==> src/rtl/vt4_pkg.sv <==
package vt4_pkg;

    localparam int COEF_W             = 16;
    localparam int VEC_W              = 32;
    localparam int NUM_COLS           = 4;
    localparam int NUM_ROWS           = 4;
    localparam int ROW_W              = COEF_W * NUM_COLS;
    localparam int PROD_W             = COEF_W + VEC_W;
    localparam int PAIR_W             = PROD_W + 1;
    localparam int SUM_W              = PAIR_W + 1;
    localparam int COEF_FRAC_BITS_DEF = 12;
    localparam int CFG_IDX_W          = 2;

    typedef enum logic [CFG_IDX_W-1:0] {
        REG_ROW0 = 2'd0,
        REG_ROW1 = 2'd1,
        REG_ROW2 = 2'd2,
        REG_ROW3 = 2'd3
    } cfg_idx_t;

    // One finished output component together with its clamp flag.
    typedef struct packed {
        logic signed [VEC_W-1:0] value;
        logic                    sat;
    } row_res_t;

endpackage

==> src/rtl/vt4_reduce.sv <==
module vt4_reduce
    import vt4_pkg::*;
#(
    parameter int COEF_FRAC_BITS = COEF_FRAC_BITS_DEF
)
(
    input  logic                     clk,
    input  logic signed [PROD_W-1:0] prod [NUM_COLS],
    output row_res_t                 res
);

    localparam logic signed [SUM_W-1:0] MAX_OUT =
        {{(SUM_W-VEC_W+1){1'b0}}, {(VEC_W-1){1'b1}}};
    localparam logic signed [SUM_W-1:0] MIN_OUT =
        {{(SUM_W-VEC_W+1){1'b1}}, {(VEC_W-1){1'b0}}};

    logic signed [PAIR_W-1:0] pair0_reg;
    logic signed [PAIR_W-1:0] pair1_reg;
    logic signed [PAIR_W-1:0] pair0_next;
    logic signed [PAIR_W-1:0] pair1_next;

    assign pair0_next = PAIR_W'(prod[0]) + PAIR_W'(prod[1]);
    assign pair1_next = PAIR_W'(prod[2]) + PAIR_W'(prod[3]);

    always_ff @(posedge clk)
    begin
        pair0_reg <= pair0_next;
        pair1_reg <= pair1_next;
    end

    logic signed [SUM_W-1:0] sum;
    logic signed [SUM_W-1:0] shifted;
    row_res_t                res_next;
    row_res_t                res_reg;

    // Arithmetic shift floors toward minus infinity, then clamp to 32 bits.
    always_comb
    begin
        sum     = SUM_W'(pair0_reg) + SUM_W'(pair1_reg);
        shifted = sum >>> COEF_FRAC_BITS;
        if (shifted > MAX_OUT)
        begin
            res_next.value = MAX_OUT[VEC_W-1:0];
            res_next.sat   = 1'b1;
        end
        else if (shifted < MIN_OUT)
        begin
            res_next.value = MIN_OUT[VEC_W-1:0];
            res_next.sat   = 1'b1;
        end
        else
        begin
            res_next.value = shifted[VEC_W-1:0];
            res_next.sat   = 1'b0;
        end
    end

    always_ff @(posedge clk)
    begin
        res_reg <= res_next;
    end

    assign res = res_reg;

endmodule

==> config.mk <==
export PLATFORM = sky130hd
export DESIGN_NAME = vt4_reduce
export DESIGN_NICKNAME = d
export VERILOG_FILES = /design/src/rtl/vt4_pkg.sv /design/src/rtl/vt4_reduce.sv
export SDC_FILE = /design/constraint.sdc
export NUM_CORES = 1
export LEC_CHECK = 0
export ABC_AREA = 1
export BUFFER_PORTS_ARGS = -buffer_cell sky130_fd_sc_hd__buf_4
export CAP_MARGIN = 20
export CORE_MARGIN = 2
export CORE_UTILIZATION = 53
export CTS_BUF_LIST = sky130_fd_sc_hd__clkbuf_2
export DETAILED_ROUTE_END_ITERATION = 12
export GPL_TIMING_DRIVEN = 0
export PLACE_DENSITY_LB_ADDON = 0.08
export RECOVER_POWER = 100
export SYNTH_ARGS = -nofsm -noshare
export SYNTH_HDL_FRONTEND = slang
export SYNTH_SLANG_ARGS = --single-unit
==> constraint.sdc <==
create_clock -name clk -period 2.4 [get_ports clk]
set_clock_uncertainty 0.2 [all_clocks]
set_input_delay 0.12 -clock clk [delete_from_list [all_inputs] [get_ports clk]]
set_output_delay 0.12 -clock clk [all_outputs]
set_load 0.1 [all_outputs]
==> flow_metrics.tcl <==
set metrics [dict create \
    status "complete, but fails checks" \
    violations "negative hold slack, negative setup slack" \
    die_area_mm2 0.02487 \
    max-cap-violations 0 \
    pwr-share-seq 0.189 \
    avgViaCountPerCell 5.737 \
    grtUsageTotal 0.3950 \
    clkTransAtPathRegs_ns 0.23 \
    yosys_warnings 0 \
    cts_tree "done" \
    synth_edf_count 0 \
    area_growth_pct 55.28 \
    power.share.clock 0.083 \
    maxSlewViolCount 0 \
    r2r-end "res[18]$_SDFF_PN1_" \
    synth_fp_nets 2342 \
    reg2reg_from "pair1_reg[13]$_DFF_P_" \
    arrival_ns 3.21 \
    initial_utilization 0.5366 \
    port_buffers 225 \
    stdcell_area_mm2 0.01944 \
    p_sw_mw 9.842 \
    cp_data_required_time_ns 2.96 \
    final_cell_mix "nand2_1 (478), inv_1 (275), dlygate4sd3_1 (235)" \
    pwr_density_cell_mw_per_mm2 948.2 \
    dieHeight_um 157.7 \
    switching_share 0.5339 \
    synth_cells 2003 \
    drive_gt1_frac 0.2934 \
    avgRoutedWirePerCell_um 18.62 \
    layout_setup_ws_ns -0.2506 \
    grt_max_degree 17 \
    gp_congestion 1.072 \
    reg2regPathDepth 18 \
    drc 0 \
    ir_drop_mv 0.9192 \
    reg2reg_slack_ns -0.25 \
    power_leakage_nw 9.415 \
    tns_ns -7.098 \
    cts_root_buf "clkbuf_2" \
    synth.avg_cell_area_um2 6.251 \
    hold_violations 1 \
    finalSetupViolCount 46 \
    core_area_mm2 0.02333 \
    worstMarginPinSlew_ns 0.6323 \
    syn_area_mm2 0.01252 \
    yosysSeqAreaShare 0.2095 \
    yosysTopAreaCellShare 0.2095 \
    hpwl_mm 34.17 \
    hold_depth 7 \
    grt_pass1_vias 15716 \
    endpoint_kind "flop" \
    antenna_found_initial 2 \
    clk_latency_ns 0.82 \
    clk_path_buf_depth 2 \
    finalCriticalPeriod_ns 2.651 \
    crit_path_start_kind "flop" \
    synth_flop_cell "dfxtp_1" \
    grt_pass1_wl_mm 77.02 \
    holdCritPathClass "in -> reg" \
    fin_nets 2879 \
    clock_sinks 131 \
    timing.final.crit_share 1.104 \
    ys_ff_latch 131 \
    vias 16487 \
    async_flop_share 0 \
    cts_buffers 17 \
    synth_cell_types 41 \
    yosys.area.top_type "dfxtp_1" \
    gr-total-overflow 0 \
    yosys-top-cells-area "dfxtp_1 (21%), nand2_1 (18%), ha_1 (14%)" \
    pwr-share-comb 0.728 \
    drt-initial-drc-count 1549 \
    rows 56 \
    final_common_cell "nand2_1" \
    wirelength_mm 53.51 \
    intPower_mw 8.594 \
    place_area_mm2 0.01461 \
    rsz0062_at_grt "yes" \
    fmaxAchievable_mhz 377.3 \
    ctsHtreeMaxLevel 4 \
    worstHoldStart "prod[128]" \
    max-slew-margin-rel 0.5740 \
    ant_nets 0 \
    worstHoldEndpoint "pair0_reg[37]$_DFF_P_" \
    worst-setup-path-type "reg -> reg" \
    holdWs_ns -0.003143 \
    path_max_fanout 7 \
    ioPinCount 226 \
    die_w_um 157.7 \
    drt_pass1_iterations 9 \
]
==> cell families (layout without fill, tap and decap cells) <==
| kind of cell | Yosys count | after routing | share of synthesized area |
|---|---|---|---|
| AO/OA/AOI/OAI | 332 | 332 | 0.1504 |
| XOR/XNOR | 121 | 121 | 0.08524 |
| adder cells (fa/ha/maj) | 146 | 146 | 0.1471 |
| buffers and inverters | 307 | 857 | 0.09593 |
| flip-flops | 131 | 131 | 0.2095 |
| other | 0 | 2 | 0 |
| AND/OR/NAND/NOR | 966 | 966 | 0.3119 |
==> metrics by stage <==
| stage | worst slack (ns) | utilization | hold slack (ns) | total power, mW | cells |
|---|---|---|---|---|---|
| after floorplan | 0.06620 | - | 0.04031 | 10.50 | 2003 |
| after global placement | -0.5768 | 0.6261 | 0.1361 | 12.72 | 2547 |
| after detailed placement | -0.5886 | 0.6261 | 0.1382 | 12.83 | 2547 |
| after CTS | -0.04857 | 0.8070 | 0.0003639 | 16.79 | 2863 |
| after global routing | -0.3770 | 0.8332 | 0.01959 | 19.40 | 2873 |
| final | -0.2506 | 0.8333 | -0.003143 | 18.44 | 2874 |
==> synth_stat cells, types with 14 or more instances <==
cell and count:
a21o_1 20, a21oi_1 151, a31oi_1 37, dfxtp_1 131, ha_1 144, inv_1 298, nand2_1 591, nand2_2 15
nand3_1 67, nand4_1 17, nor2_1 225, nor3_1 22, o21ai_0 76, o21bai_1 14, xnor2_1 44, xor2_1 76
==> cell type report <==
class                      instances  area [um^2]
timing repair buffer             518         4453
clock buffer                      19        95.09
clock inverter                    13        160.2
tap                              319        399.1
fill                            1426         3890
inverter                         301         1130
multi-input combinational       1565        10360
buffer                             6        75.07
sequential                       131         2764
antenna                            2        5.005
==> routing by layer <==
metal | wire length [um] | global-route usage | vias up | part of all wire
met3 | 5390 | 0.07446 | 363 | 0.10
met1 | 19400 | 0.4565 | 7456 | 0.36
li1 | - | - | 7533 | -
met4 | 3892 | 0.2346 | 0 | 0.073
met2 | 24830 | 0.6774 | 1135 | 0.46
met5 | 0 | 0 | - | 0
==> worst max-delay path, stage by stage, from the launching register on <==
cell and delay, ns:
dfxtp_4 0.40, ha_4 0.31, nand2_1 0.11, nand2_1 0.11, nand2_1 0.06, nand2_1 0.10
nand2_1 0.06, nand2_1 0.09, nand2_1 0.06, nand2_1 0.11, nand2_2 0.10, nand4_1 0.12
nand2_2 0.09, nor2_2 0.12, nand3_2 0.09, nand2_4 0.17, buf_6 0.14, nand2_1 0.08
nand2_2 0.11
==> how the worst max path moves through the flow <==
stage	from	slack, ns	cells past startpoint	to
finish	pair1_reg[13]$_DFF_P_	-0.25	18	res[18]$_SDFF_PN1_
global route	pair1_reg[12]$_DFF_P_	-0.38	18	res[18]$_SDFF_PN1_
CTS	pair0_reg[19]$_DFF_P_	-0.05	18	res[14]$_SDFF_PN1_
detailed placement	prod[96]	-0.59	13	pair0_reg[22]$_DFF_P_
global placement	prod[0]	-0.58	10	pair1_reg[48]$_DFF_P_
floorplan	prod[96]	0.07	12	pair0_reg[22]$_DFF_P_
==> power by group through the flow <==
stage	clock, mW	combinational, mW	sequential, mW
floorplan	0	5.39	5.11
global placement	0	9.49	3.23
detailed placement	0	9.58	3.25
CTS	1.49	11.8	3.45
global route	1.60	14.3	3.54
finish	1.53	13.4	3.49
==> timing repair <==
| item | CTS | global route |
|---|---|---|
| gates resized for setup | 309 | 222 |
| hold endpoints to repair | 98 | 0 |
| pin swaps | 54 | 67 |
| hold buffers | 248 | 0 |
| gates cloned | 4 | 2 |
| setup buffers | 32 | 17 |
| setup endpoints to repair | 32 | 71 |
(Power assumes the default switching activity.)
